--- config.mk ---
export PLATFORM = sky130hd
export DESIGN_NAME = cylinder_mesh_generator_top_flat
export DESIGN_NICKNAME = d
export VERILOG_FILES = /design/src/hw/rtl/cmg_pkg.sv /design/src/hw/rtl/cmg_in_if.sv /design/src/hw/rtl/cmg_out_if.sv /design/src/hw/rtl/cylinder_mesh_generator_top.sv /design/src/flat_wrapper.sv
export VERILOG_INCLUDE_DIRS = /design/src /design/src/hw/rtl
export SDC_FILE = /design/constraint.sdc
export NUM_CORES = 2
export LEC_CHECK = 0
export ABC_AREA = 1
export BUFFER_PORTS_ARGS = -buffer_cell sky130_fd_sc_hd__buf_2
export CAP_MARGIN = 20
export CORE_ASPECT_RATIO = 0.8
export CORE_MARGIN = 1.5
export CORE_UTILIZATION = 37
export DETAILED_ROUTE_END_ITERATION = 7
export PLACE_DENSITY_LB_ADDON = 0.3
export SKIP_LAST_GASP = 1
export SYNTH_ARGS = -nofsm -noshare
export SYNTH_HDL_FRONTEND = slang
export SYNTH_SLANG_ARGS = --single-unit
--- constraint.sdc ---
create_clock -name clk -period 19 [get_ports clk]
set_input_delay 0.95 -clock clk [delete_from_list [all_inputs] [get_ports clk]]
set_output_delay 0.95 -clock clk [all_outputs]
set_load 0.03 [all_outputs]
--- src/hw/rtl/cylinder_mesh_generator_top_assert.svh ---
// Assertion macros for the cylinder mesh generator.
// Used by cylinder_mesh_generator_top; no other dependencies.
`ifndef CYLINDER_MESH_GENERATOR_TOP_ASSERT_SVH
`define CYLINDER_MESH_GENERATOR_TOP_ASSERT_SVH

// same-cycle implication, disabled while in reset
`define CMG_ASSERT_SAME(label, clk, rst_n, ante, cons, msg) \
	label: assert property (@(posedge clk) disable iff (!rst_n) (ante) |-> (cons)) \
		else $error(msg);

// next-cycle implication, disabled while in reset
`define CMG_ASSERT_NEXT(label, clk, rst_n, ante, cons, msg) \
	label: assert property (@(posedge clk) disable iff (!rst_n) (ante) |=> (cons)) \
		else $error(msg);

`endif

--- src/hw/rtl/cmg_pkg.sv ---
// Package for the cylinder mesh generator: field widths, register indexes,
// sequencer states, CORDIC constants and helper functions. No dependencies.
`default_nettype none

package cmg_pkg;

	localparam int SLICE_W  = 9;
	localparam int IDX_W    = 10;
	localparam int POS_W    = 17;
	localparam int HALF_W   = 16;
	localparam int NORM_W   = 16;
	localparam int REG_W    = 16;
	localparam int CFG_IDX_W = 2;
	localparam int XY_W     = 34;
	localparam int ATAN_LEN = 24;

	localparam int DEF_MAX_SLICES   = 256;
	localparam int DEF_CORDIC_STEPS = 16;

	localparam logic [CFG_IDX_W-1:0] REG_RADIUS     = 2'd0;
	localparam logic [CFG_IDX_W-1:0] REG_LENGTH     = 2'd1;
	localparam logic [CFG_IDX_W-1:0] REG_SLICES     = 2'd2;
	localparam logic [CFG_IDX_W-1:0] REG_ANGLE_STEP = 2'd3;

	localparam logic [15:0] RST_RADIUS     = 16'd256;
	localparam logic [15:0] RST_LENGTH     = 16'd512;
	localparam logic [8:0]  RST_SLICES     = 9'd30;
	localparam logic [15:0] RST_ANGLE_STEP = 16'd2185;

	localparam logic KIND_VERTEX = 1'b0;
	localparam logic KIND_TRI    = 1'b1;

	// pi/2 in Q2.30 and the CORDIC gain compensation in Q2.30
	localparam logic [30:0]            HALF_PI_Q30 = 31'd1686629713;
	localparam logic signed [XY_W-1:0] GAIN_Q30    = 34'sd652032874;

	typedef enum logic [2:0] {
		ST_IDLE,
		ST_PHASE,
		ST_ZMUL,
		ST_ROT,
		ST_ROUND,
		ST_MULX,
		ST_MULZ,
		ST_EMIT
	} cmg_state_t;

	function automatic logic signed [XY_W-1:0] atan_q30(input logic [4:0] idx);
		logic signed [XY_W-1:0] v;
		case (idx)
			5'd0:  v = 34'sh3243F6A8;
			5'd1:  v = 34'sh1DAC6705;
			5'd2:  v = 34'sh0FADBAFC;
			5'd3:  v = 34'sh07F56EA6;
			5'd4:  v = 34'sh03FEAB76;
			5'd5:  v = 34'sh01FFD55B;
			5'd6:  v = 34'sh00FFFAAA;
			5'd7:  v = 34'sh007FFF55;
			5'd8:  v = 34'sh003FFFEA;
			5'd9:  v = 34'sh001FFFFD;
			5'd10: v = 34'sh000FFFFF;
			5'd11: v = 34'sh0007FFFF;
			5'd12: v = 34'sh0003FFFF;
			5'd13: v = 34'sh0001FFFF;
			5'd14: v = 34'sh0000FFFF;
			5'd15: v = 34'sh00007FFF;
			5'd16: v = 34'sh00003FFF;
			5'd17: v = 34'sh00001FFF;
			5'd18: v = 34'sh00000FFF;
			5'd19: v = 34'sh000007FF;
			5'd20: v = 34'sh000003FF;
			5'd21: v = 34'sh000001FF;
			5'd22: v = 34'sh000000FF;
			5'd23: v = 34'sh0000007F;
			default: v = '0;
		endcase
		return v;
	endfunction

	// Q2.30 to Q1.14 with round half up, clamped to +-1.0
	function automatic logic signed [NORM_W-1:0] round_q14(input logic signed [XY_W-1:0] v);
		logic signed [XY_W-1:0] r;
		logic signed [NORM_W-1:0] o;
		r = (v + 34'sd32768) >>> 16;
		if (r > 34'sd16384) begin
			o = 16'sd16384;
		end else if (r < -34'sd16384) begin
			o = -16'sd16384;
		end else begin
			o = r[NORM_W-1:0];
		end
		return o;
	endfunction

endpackage

`default_nettype wire

--- src/hw/rtl/cmg_in_if.sv ---
// Slice input channel: valid/ready handshake with the slice number.
// Depends on cmg_pkg for the field width.
`default_nettype none

interface cmg_in_if;
	import cmg_pkg::*;

	logic               valid;
	logic               ready;
	logic [SLICE_W-1:0] slice;

	modport source (output valid, output slice, input ready);
	modport sink   (input valid, input slice, output ready);
endinterface

`default_nettype wire

--- src/hw/rtl/cmg_out_if.sv ---
// Result channel: valid/ready handshake with one vertex or triangle.
// Depends on cmg_pkg for the field widths.
`default_nettype none

interface cmg_out_if;
	import cmg_pkg::*;

	logic                     valid;
	logic                     ready;
	logic                     kind;
	logic signed [POS_W-1:0]  pos_x;
	logic signed [HALF_W-1:0] pos_y;
	logic signed [POS_W-1:0]  pos_z;
	logic signed [NORM_W-1:0] norm_x;
	logic signed [NORM_W-1:0] norm_z;
	logic [IDX_W-1:0]         vertex_number;
	logic [IDX_W-1:0]         tri_a;
	logic [IDX_W-1:0]         tri_b;
	logic [IDX_W-1:0]         tri_c;
	logic                     last;

	modport source (output valid, output kind, output pos_x, output pos_y, output pos_z,
		output norm_x, output norm_z, output vertex_number, output tri_a, output tri_b,
		output tri_c, output last, input ready);
	modport sink (input valid, input kind, input pos_x, input pos_y, input pos_z,
		input norm_x, input norm_z, input vertex_number, input tri_a, input tri_b,
		input tri_c, input last, output ready);
endinterface

`default_nettype wire

--- src/hw/rtl/cylinder_mesh_generator_top.sv ---
// Cylinder side-mesh generator: slice number in, vertices and triangles out.
// Depends on cmg_pkg, cmg_in_if, cmg_out_if and the assertion header.
//
// Usage:
//   slice_ch   one transaction per slice number (0 up to and including slices).
//   result_ch  per slice: top vertex, bottom vertex, then for slice < slices the
//              two triangles; last marks the final result of the slice.
//   cfg_*      register writes (radius, length, slices, angle_step), taken on
//              any rising edge with cfg_we high; write only while the block is idle.
// Sequence: one slice at a time. After acceptance the sequencer runs the phase
// multiply, the radian multiply, CORDIC_STEPS iterations of the shared shift-add
// CORDIC unit, rounding, then the radius multiplier (shared for x and z), first
// for x and then for z, and finally hands out the results from its emit step.
// A slice above the slice count is dropped and the block is ready again next
// cycle. slice_ch.ready is high whenever the sequencer is idle, also while the
// final result still sits in the output register.
// A receiver stall holds the output register; the sequencer waits in its emit
// step. Reset returns registers to defaults and clears all valid state.
`default_nettype none
`include "cylinder_mesh_generator_top_assert.svh"

module cylinder_mesh_generator_top #(
	parameter int MAX_SLICES   = cmg_pkg::DEF_MAX_SLICES,
	parameter int CORDIC_STEPS = cmg_pkg::DEF_CORDIC_STEPS
) (
	input  wire logic                           clk,
	input  wire logic                           arst_n,
	cmg_in_if.sink                              slice_ch,
	cmg_out_if.source                           result_ch,
	input  wire logic                           cfg_we,
	input  wire logic [cmg_pkg::CFG_IDX_W-1:0]  cfg_index,
	input  wire logic [cmg_pkg::REG_W-1:0]      cfg_data
);
	import cmg_pkg::*;

	localparam int ITW = (CORDIC_STEPS > 1) ? $clog2(CORDIC_STEPS) : 1;

	// configuration
	logic [15:0]        radius_q;
	logic [15:0]        length_q;
	logic [SLICE_W-1:0] slices_q;
	logic [15:0]        angle_step_q;

	// sequencer and datapath
	cmg_state_t             state_q, state_d;
	logic [SLICE_W-1:0]     slice_q;
	logic                   many_q;
	logic [15:0]            phase_q;
	logic signed [XY_W-1:0] x_q, y_q, z_q;
	logic [ITW-1:0]         it_q;
	logic signed [NORM_W-1:0] c_q, s_q;
	logic signed [POS_W-1:0]  px_q, pz_q;
	logic [1:0]             k_q;

	// output register
	logic                     out_valid_q;
	logic                     kind_q;
	logic signed [POS_W-1:0]  opx_q, opz_q;
	logic signed [HALF_W-1:0] opy_q;
	logic signed [NORM_W-1:0] onx_q, onz_q;
	logic [IDX_W-1:0]         ovn_q, ota_q, otb_q, otc_q;
	logic                     olast_q;

	logic [SLICE_W-1:0] count;
	logic               accept;
	logic               skip;
	logic               emit_load;
	logic               emit_last;
	logic               rot_done;

	logic [24:0]              phase_prod;
	logic [44:0]              z_prod;
	logic signed [XY_W-1:0]   dx, dy, at;
	logic signed [NORM_W-1:0] c_rnd, s_rnd;
	logic signed [NORM_W-1:0] mul_b;
	logic signed [32:0]       mul_p;
	logic signed [33:0]       mul_r;
	logic [IDX_W-1:0]         base;
	logic signed [HALF_W-1:0] half;

	logic rot_ok;
	logic norm_ok;
	logic emit_stall;

	assign count  = (int'(slices_q) > MAX_SLICES) ? SLICE_W'(MAX_SLICES) : slices_q;
	assign accept = slice_ch.valid && slice_ch.ready;
	assign skip   = slice_ch.slice > count;
	assign rot_done = (it_q == ITW'(CORDIC_STEPS - 1));

	// configuration writes
	always_ff @(posedge clk or negedge arst_n) begin
		if (!arst_n) begin
			radius_q     <= RST_RADIUS;
			length_q     <= RST_LENGTH;
			slices_q     <= RST_SLICES;
			angle_step_q <= RST_ANGLE_STEP;
		end else if (cfg_we) begin
			case (cfg_index)
				REG_RADIUS:     radius_q     <= cfg_data;
				REG_LENGTH:     length_q     <= cfg_data;
				REG_SLICES:     slices_q     <= cfg_data[SLICE_W-1:0];
				REG_ANGLE_STEP: angle_step_q <= cfg_data;
				default: ;
			endcase
		end
	end

	// next state
	always_comb begin
		state_d = state_q;
		case (state_q)
			ST_IDLE:  if (accept && !skip) state_d = ST_PHASE;
			ST_PHASE: state_d = ST_ZMUL;
			ST_ZMUL:  state_d = ST_ROT;
			ST_ROT:   if (rot_done) state_d = ST_ROUND;
			ST_ROUND: state_d = ST_MULX;
			ST_MULX:  state_d = ST_MULZ;
			ST_MULZ:  state_d = ST_EMIT;
			ST_EMIT:  if (emit_load && emit_last) state_d = ST_IDLE;
			default:  state_d = ST_IDLE;
		endcase
	end

	// control outputs
	always_comb begin
		slice_ch.ready = (state_q == ST_IDLE);
		emit_load      = (state_q == ST_EMIT) && (!out_valid_q || result_ch.ready);
		emit_last      = (k_q == 2'd3) || ((k_q == 2'd1) && !many_q);
	end

	always_ff @(posedge clk or negedge arst_n) begin
		if (!arst_n) begin
			state_q <= ST_IDLE;
		end else begin
			state_q <= state_d;
		end
	end

	// datapath arithmetic
	assign phase_prod = 25'(slice_q) * 25'(angle_step_q);
	assign z_prod     = 45'(phase_q[13:0]) * 45'(HALF_PI_Q30);

	// shared CORDIC shift-add unit
	assign dx = y_q >>> it_q;
	assign dy = x_q >>> it_q;
	assign at = atan_q30(5'(it_q));

	assign c_rnd = round_q14(x_q);
	assign s_rnd = round_q14(y_q);

	// radius multiplier, shared between x and z
	assign mul_b = (state_q == ST_MULX) ? c_q : s_q;
	assign mul_p = 33'($signed({1'b0, radius_q})) * 33'(mul_b);
	assign mul_r = (34'(mul_p) + 34'sd8192) >>> 14;

	assign base = {slice_q, 1'b0};
	assign half = $signed({1'b0, length_q[15:1]});

	always_ff @(posedge clk) begin
		if (accept) begin
			slice_q <= slice_ch.slice;
			many_q  <= slice_ch.slice < count;
		end
		case (state_q)
			ST_PHASE: phase_q <= phase_prod[15:0];
			ST_ZMUL: begin
				z_q  <= $signed({3'b000, z_prod[44:14]});
				x_q  <= GAIN_Q30;
				y_q  <= '0;
				it_q <= '0;
			end
			ST_ROT: begin
				if (!z_q[XY_W-1]) begin
					x_q <= x_q - dx;
					y_q <= y_q + dy;
					z_q <= z_q - at;
				end else begin
					x_q <= x_q + dx;
					y_q <= y_q - dy;
					z_q <= z_q + at;
				end
				it_q <= it_q + ITW'(1);
			end
			ST_ROUND: begin
				case (phase_q[15:14])
					2'd0: begin c_q <= c_rnd;  s_q <= s_rnd;  end
					2'd1: begin c_q <= -s_rnd; s_q <= c_rnd;  end
					2'd2: begin c_q <= -c_rnd; s_q <= -s_rnd; end
					default: begin c_q <= s_rnd; s_q <= -c_rnd; end
				endcase
				k_q <= 2'd0;
			end
			ST_MULX: px_q <= mul_r[POS_W-1:0];
			ST_MULZ: pz_q <= mul_r[POS_W-1:0];
			ST_EMIT: if (emit_load) k_q <= k_q + 2'd1;
			default: ;
		endcase
	end

	// output register
	always_ff @(posedge clk or negedge arst_n) begin
		if (!arst_n) begin
			out_valid_q <= 1'b0;
		end else if (emit_load) begin
			out_valid_q <= 1'b1;
		end else if (result_ch.ready) begin
			out_valid_q <= 1'b0;
		end
	end

	always_ff @(posedge clk) begin
		if (emit_load) begin
			olast_q <= emit_last;
			if (!k_q[1]) begin
				kind_q <= KIND_VERTEX;
				opx_q  <= px_q;
				opy_q  <= k_q[0] ? -half : half;
				opz_q  <= pz_q;
				onx_q  <= c_q;
				onz_q  <= s_q;
				ovn_q  <= base + IDX_W'(k_q[0]);
				ota_q  <= '0;
				otb_q  <= '0;
				otc_q  <= '0;
			end else begin
				kind_q <= KIND_TRI;
				opx_q  <= '0;
				opy_q  <= '0;
				opz_q  <= '0;
				onx_q  <= '0;
				onz_q  <= '0;
				ovn_q  <= '0;
				if (!k_q[0]) begin
					ota_q <= base + IDX_W'(3);
					otb_q <= base + IDX_W'(1);
					otc_q <= base;
				end else begin
					ota_q <= base;
					otb_q <= base + IDX_W'(2);
					otc_q <= base + IDX_W'(3);
				end
			end
		end
	end

	assign result_ch.valid         = out_valid_q;
	assign result_ch.kind          = kind_q;
	assign result_ch.pos_x         = opx_q;
	assign result_ch.pos_y         = opy_q;
	assign result_ch.pos_z         = opz_q;
	assign result_ch.norm_x        = onx_q;
	assign result_ch.norm_z        = onz_q;
	assign result_ch.vertex_number = ovn_q;
	assign result_ch.tri_a         = ota_q;
	assign result_ch.tri_b         = otb_q;
	assign result_ch.tri_c         = otc_q;
	assign result_ch.last          = olast_q;

	// checks
	assign rot_ok     = int'(it_q) < CORDIC_STEPS;
	assign norm_ok    = (c_q <= 16'sd16384) && (c_q >= -16'sd16384)
		&& (s_q <= 16'sd16384) && (s_q >= -16'sd16384);
	assign emit_stall = (state_q == ST_EMIT) && out_valid_q && !result_ch.ready;

	`CMG_ASSERT_SAME(a_rot_count, clk, arst_n, state_q == ST_ROT, rot_ok, "CORDIC step overrun")
	`CMG_ASSERT_NEXT(a_norm_clamp, clk, arst_n, state_q == ST_ROUND, norm_ok, "normal out of range")
	`CMG_ASSERT_NEXT(a_emit_hold, clk, arst_n, emit_stall, $stable({k_q, state_q}), "stall not held")
	`CMG_ASSERT_NEXT(a_skip_idle, clk, arst_n, accept && skip, state_q == ST_IDLE, "slice not dropped")

endmodule

`default_nettype wire
--- src/flat_wrapper.sv ---
// flat-port wrapper written by rule: the top's interface ports become plain ports
module cylinder_mesh_generator_top_flat import cmg_pkg::*;
#(
	parameter int MAX_SLICES   = cmg_pkg::DEF_MAX_SLICES,
	parameter int CORDIC_STEPS = cmg_pkg::DEF_CORDIC_STEPS
)
  (clk, arst_n, cfg_we, cfg_index, cfg_data, slice_ch_valid, slice_ch_slice, slice_ch_ready, result_ch_valid, result_ch_kind, result_ch_pos_x, result_ch_pos_y, result_ch_pos_z, result_ch_norm_x, result_ch_norm_z, result_ch_vertex_number, result_ch_tri_a, result_ch_tri_b, result_ch_tri_c, result_ch_last, result_ch_ready);
  cmg_in_if slice_ch_i ();
  cmg_out_if result_ch_i ();
  input  wire logic clk;
  input  wire logic arst_n;
  input  wire logic cfg_we;
  input  wire logic [cmg_pkg::CFG_IDX_W-1:0] cfg_index;
  input  wire logic [cmg_pkg::REG_W-1:0] cfg_data;
  input wire logic [$bits(slice_ch_i.valid)-1:0] slice_ch_valid;
  input wire logic [$bits(slice_ch_i.slice)-1:0] slice_ch_slice;
  output wire logic [$bits(slice_ch_i.ready)-1:0] slice_ch_ready;
  output wire logic [$bits(result_ch_i.valid)-1:0] result_ch_valid;
  output wire logic [$bits(result_ch_i.kind)-1:0] result_ch_kind;
  output wire logic [$bits(result_ch_i.pos_x)-1:0] result_ch_pos_x;
  output wire logic [$bits(result_ch_i.pos_y)-1:0] result_ch_pos_y;
  output wire logic [$bits(result_ch_i.pos_z)-1:0] result_ch_pos_z;
  output wire logic [$bits(result_ch_i.norm_x)-1:0] result_ch_norm_x;
  output wire logic [$bits(result_ch_i.norm_z)-1:0] result_ch_norm_z;
  output wire logic [$bits(result_ch_i.vertex_number)-1:0] result_ch_vertex_number;
  output wire logic [$bits(result_ch_i.tri_a)-1:0] result_ch_tri_a;
  output wire logic [$bits(result_ch_i.tri_b)-1:0] result_ch_tri_b;
  output wire logic [$bits(result_ch_i.tri_c)-1:0] result_ch_tri_c;
  output wire logic [$bits(result_ch_i.last)-1:0] result_ch_last;
  input wire logic [$bits(result_ch_i.ready)-1:0] result_ch_ready;
  assign slice_ch_i.valid = slice_ch_valid;
  assign slice_ch_i.slice = slice_ch_slice;
  assign slice_ch_ready = slice_ch_i.ready;
  assign result_ch_valid = result_ch_i.valid;
  assign result_ch_kind = result_ch_i.kind;
  assign result_ch_pos_x = result_ch_i.pos_x;
  assign result_ch_pos_y = result_ch_i.pos_y;
  assign result_ch_pos_z = result_ch_i.pos_z;
  assign result_ch_norm_x = result_ch_i.norm_x;
  assign result_ch_norm_z = result_ch_i.norm_z;
  assign result_ch_vertex_number = result_ch_i.vertex_number;
  assign result_ch_tri_a = result_ch_i.tri_a;
  assign result_ch_tri_b = result_ch_i.tri_b;
  assign result_ch_tri_c = result_ch_i.tri_c;
  assign result_ch_last = result_ch_i.last;
  assign result_ch_i.ready = result_ch_ready;
  cylinder_mesh_generator_top #(.MAX_SLICES(MAX_SLICES), .CORDIC_STEPS(CORDIC_STEPS)) u_core (.clk(clk), .arst_n(arst_n), .slice_ch(slice_ch_i), .result_ch(result_ch_i), .cfg_we(cfg_we), .cfg_index(cfg_index), .cfg_data(cfg_data));
endmodule
# == Word level (Yosys, flattened, before mapping) ==
# Memory sizes are Yosys's and may differ from the RTL's. A register that Yosys moved wholly into a read port is not among the register bits.
# Cells that the tools add are included.
# totals
regBits,385
latchBits,0
mem_bits_rw,0
mem_bits_ro,480
input_bits,32
out_inout_bits,126
memories,1
# memory_table
name,depth,width,rd,rd_clocked_by_memory_dff,wr,line_no,rtl
(name not given),16,30,1,1,0,cmg_pkg.sv:50,case (idx)
# classes
addsub,18
mul,3
div,0
order_cmp,7
n_eq_ne,19
shifts,2
n_mux,29
bitwise,2
reduce_logical,25
# op_table
cell,count
one-hot mux 34 bit (2 select lines),3
adder 34 bit,3
two-way mux 34 bit,3
subtractor 34 bit,3
one-hot mux 16 bit (3 select lines),2
two-way mux 16 bit,5
"adder 34 x 17 -> 34 bit, second input constant",2
>>> shifter 34 x 4 -> 34 bit,2
"multiplier 14 x 31 -> 45 bit, second input constant",1
"greater-than comparator 18 x 16 -> 1 bit, second input constant",2
"< comparator 18 x 15 -> 1 bit, second input constant",2
negator 16 bit,2
"adder 31 x 15 -> 31 bit, second input constant",1
multiplier 17 x 16 -> 31 bit,1
two-way mux 10 bit,3
one-hot mux 3 bit (8 select lines),1
"adder 10 x 2 -> 10 bit, second input constant",2
multiplier 9 x 16 -> 16 bit,1
negator 15 -> 16 bit,1
two-way mux 15 bit,1
"equality test 3 bit, second input constant",4
AND reduction 2 bit,6
adder 10 x 1 -> 10 bit,1
"adder 10 x 1 -> 10 bit, second input constant",1
other kinds (28),52

# == Logic depth before layout (Yosys ltp) ==
# logic_depth
word_depth,7
depth_mapped,33
ltp_nobuf,31

# == Worst setup path before layout ==
# No wires, ideal clock.
# synth_timing
path_kind,register -> register
start,register u_core.state_q[2]
end,"register u_core.px_q[11], data pin"
t_arrival_ns,6.316
required_ns,18.744
setup_slack_ns,12.427
stages_incl_launch_ff,28
path_cell_list,dfrtp_1 > nand3_1 > clkbuf_1 > clkbuf_1 > nand2_1 > o21ai_0 > clkbuf_1 > nor2_1 > fa_1 > inv_1 > fa_1 > fa_1 > fa_1 > inv_1 > fa_1 > inv_1 > fa_1 > inv_1 > ha_1 > nand2_1 > nor2_1 > nand4_1 > o21ai_0 > a21oi_1 > o31ai_1 > nand2_1 > nand3_1 > nand2_1
# synth_between
elab_chain_cells,4
# synth_lines
element,line_no,rtl
from (decl),cylinder_mesh_generator_top.sv:45,"cmg_state_t state_q, state_d;"
from (signal assigned),cylinder_mesh_generator_top.sv:135,state_q <= state_d;
equality test 3 bit,cylinder_mesh_generator_top.sv:152,assign mul_b = (state_q == ST_MULX) ? c_q : s_q;
two-way mux 16 bit,cylinder_mesh_generator_top.sv:152,
multiplier 17 x 16 -> 31 bit,cylinder_mesh_generator_top.sv:153,"assign mul_p = 33'($signed({1'b0, radius_q})) * 33'(mul_b);"
adder 31 x 15 -> 31 bit,cylinder_mesh_generator_top.sv:154,assign mul_r = (34'(mul_p) + 34'sd8192) >>> 14;
net u_core.mul_r[11],cylinder_mesh_generator_top.sv:77,logic signed [33:0] mul_r;
to (signal assigned),cylinder_mesh_generator_top.sv:193,ST_MULX: px_q <= mul_r[POS_W-1:0];
to (decl),cylinder_mesh_generator_top.sv:52,"logic signed [POS_W-1:0] px_q, pz_q;"
# The timed path passes the listed nets, and every way through them passes these cells.
# A chain may end at the register's enable or synchronous reset.

# == Worst setup path after layout ==
# Ends and elaborated chain as after synthesis.

==> metrics.csv <==
metric;value;unit
TritonCTS buffer count;49;
outcome;completed;
Setup TNS;0;ps
synth unique cells;63;
Post-CTS Setup Bufs;0;
Critical Path RT;19370;ps
CP most frequent cell;fa_1;
die height;321;um
CP Capture Type;flop;
sequential-to-total area share from yosys stat;24.8;%
RSZ-0062 raised after global routing;false;
final antenna-violating net count;0;
GRT overflow;0;
Startpoint Class;flop;
met1 Use GR;33.8;%
DR vias;40630;
clock-pin slew on the worst setup and hold paths;60;ps
num rows;116;
Pre-Repair DR Iteration Count;6;
vias in the first global route;39459;
number of I/O port buffers;157;
Inserted Diodes;0;
Post-synth ARST share;14.9;%
DR iter-0 viols;3793;
#FFs+latches synth;404;
global-route wire length before repair;222000;um
met3 usage;5.27;%
final setup fails;0;
Max Freq;134;MHz
Mean Syn Cell Area;7.62;um2
clock sink count;404;
Worst Path Max Fanout;33;
Routed WL;141000;um
CORE AREA;125000;um2
top cells by area, synth;edfxtp_1, fa_1, ha_1;
worst path cell trace;nand3_1 -> buf_4 -> o21ai_0 -> inv_1 -> nand2_1 -> fa_1 -> fa_1 -> fa_1 -> inv_1 -> fa_1 -> fa_1 -> inv_1 -> fa_1 -> inv_1 -> ha_1 -> nand2_1 -> nor2_1 -> nand4_1 -> o21ai_0 -> a21oi_1 -> o31ai_1 -> nand2_1 -> nand3_1 -> nand2_1;
Slowest-stage cell, CP;o21ai_0;
DIE AREA;128000;um2
DRC violations left;0;
hold_buf cts;0;
largest net degree at the start of global routing;77;
Post-Syn Nets;6958;
clock root cell;clkbuf_16;
Final Hold Vio Count;0;
Die Width;400;um
CTS Buffer Depth;3;
Final Cycle Share;39.3;%
worst-margin pin slew;1050;ps
count leader, synth;nand2_1;
ys flop type;edfxtp_1;
min cycle time layout;7460;ps
Clk Latency, worst-skew pair;660;ps
max_cap viols;0;
Final Net Count;7022;
# IOs;158;
fraction of layout cells with a size suffix above 1;5.88;%
top cells by count, synth;nand2_1, inv_1, nor2_1;
Post-synth EDFFs;315;
Arrival @ worst endpoint;7830;ps
Cell Area, Synth;46700;um2
crit path kind;reg -> reg;
Hold WC Path Type;in -> async;
synthesis-to-finish area growth;8.62;%
cells after synthesis;6121;
CTS tree;yes;
H-tree Lvls;2;
dominant cell type by area after synthesis;edfxtp_1;
initial antenna violation count;4;
GR peak layer;met1;
crit-path max cell delay;580;ps
Via density;5.16;
WL/cell;17.9;um
Max Slew Vio Count;0;
Initial Utilization;37.3;%
GRT met2 Usage;31.3;%
max_slew headroom;29.8;%
synthesis warning total;0;
Detail Placement HPWL;113000;um
GRT Util Overall;22.0;%
share of Yosys cell area claimed by the top area cell type;20.3;%
PostCTS Resize Cnt;0;
Final Skew;48.0;ps
RD Place Congestion;0.931;
==> stage by stage <==
stage	setup slack [ps]	hold WS (ps)	instance area [um2]	std cells	util, %
5_1_grt	11100	492	50700	7876	40.5
3_5_place_dp	11580	479	49000	7785	39.2
2_1_floorplan	12430	453	46700	6121	-
4_1_cts	11520	484	50700	7875	40.5
3_3_place_gp	11740	473	49000	7785	39.2
6_report	11540	488	50700	7876	40.5
==> final timing paths <==
kind	from	end	slack (ps)	cells past startpoint
setup / recovery	u_core.state_q[2]	u_core.px_q[11]	11540	24
hold / removal	arst_n	u_core.length_q[4]	490	2
setup reg to reg	u_core.state_q[2]	u_core.px_q[11]	11540	24
hold reg to reg	u_core.radius_q[9]	u_core.radius_q[9]	490	2
max in group asynchronous	arst_n	u_core.slices_q[7]	17980	2
min in group clk	u_core.radius_q[9]	u_core.radius_q[9]	490	2
==> cells by family (layout without fill, tap and decap cells) <==
logic type / after synthesis / in the layout / synth area share [%]
fa+ha+maj: 805 / 805 / 27.8
buf+inv: 1299 / 1402 / 10.8
flops: 404 / 404 / 24.8
simple gates: 2344 / 2344 / 20.4
xor+xnor: 176 / 176 / 3.30
compound gates: 1077 / 1077 / 12.6
mux: 16 / 16 / 0.343
==> critical path, delay by kind of cell (launching register included) <==
kind / cells / cell delay (ps)
AO/OA/AOI/OAI: 4 / 1730
adder cells (fa/ha/maj): 7 / 3270
buffers and inverters: 5 / 800
flip-flops: 1 / 480
AND/OR/NAND/NOR: 8 / 900
==> cell type report <==
class	count	area, um2
clock buffer	57	1340
sequential	404	11600
multi-input combinational	4418	30100
tap	1652	2070
clock inverter	33	332
fill	12992	74400
inverter	1110	4170
timing repair buffer	202	1130
==> layout by cell type, fill, tap and decap left out, drive strengths merged, types with 202 or more instances in the layout <==
| cell | n |
|---|---|
| nand2 | 1337 |
| inv | 1113 |
| nor2 | 616 |
| o21ai | 535 |
| ha | 417 |
| fa | 388 |
| a21oi | 355 |
| edfxtp | 315 |
| nand3 | 230 |
| buf | 202 |
==> flip-flops by register name, indices dropped and copies added, names as in the netlist, 4 cells and up <==
name                            cells
u_core.z_q                         34
u_core.px_q                        17
u_core.result_ch.vertex_number     10
u_core.slice_q                      9
u_core.it_q                         4
u_core.radius_q                    16
u_core.result_ch.tri_a             10
u_core.result_ch.tri_c             10
u_core.y_q                         34
u_core.s_q                         16
u_core.pz_q                        17
u_core.slices_q                     9
u_core.phase_q                     16
u_core.at                          29
u_core.result_ch.pos_z             17
u_core.result_ch.pos_x             17
u_core.result_ch.pos_y             16
u_core.result_ch.norm_x            16
u_core.x_q                         34
u_core.c_q                         16
u_core.angle_step_q                16
u_core.length_q                    15
u_core.result_ch.norm_z            16
==> routing by layer <==
layer,vias to the layer above,wire length [um]
li1,19811,-
met1,19431,69300
met2,1265,57400
met3,123,12100
met4,0,2260
met5,-,0
Power is not shown: default switching activity piles up to over one toggle a cycle in this logic, so the estimate is an artifact.
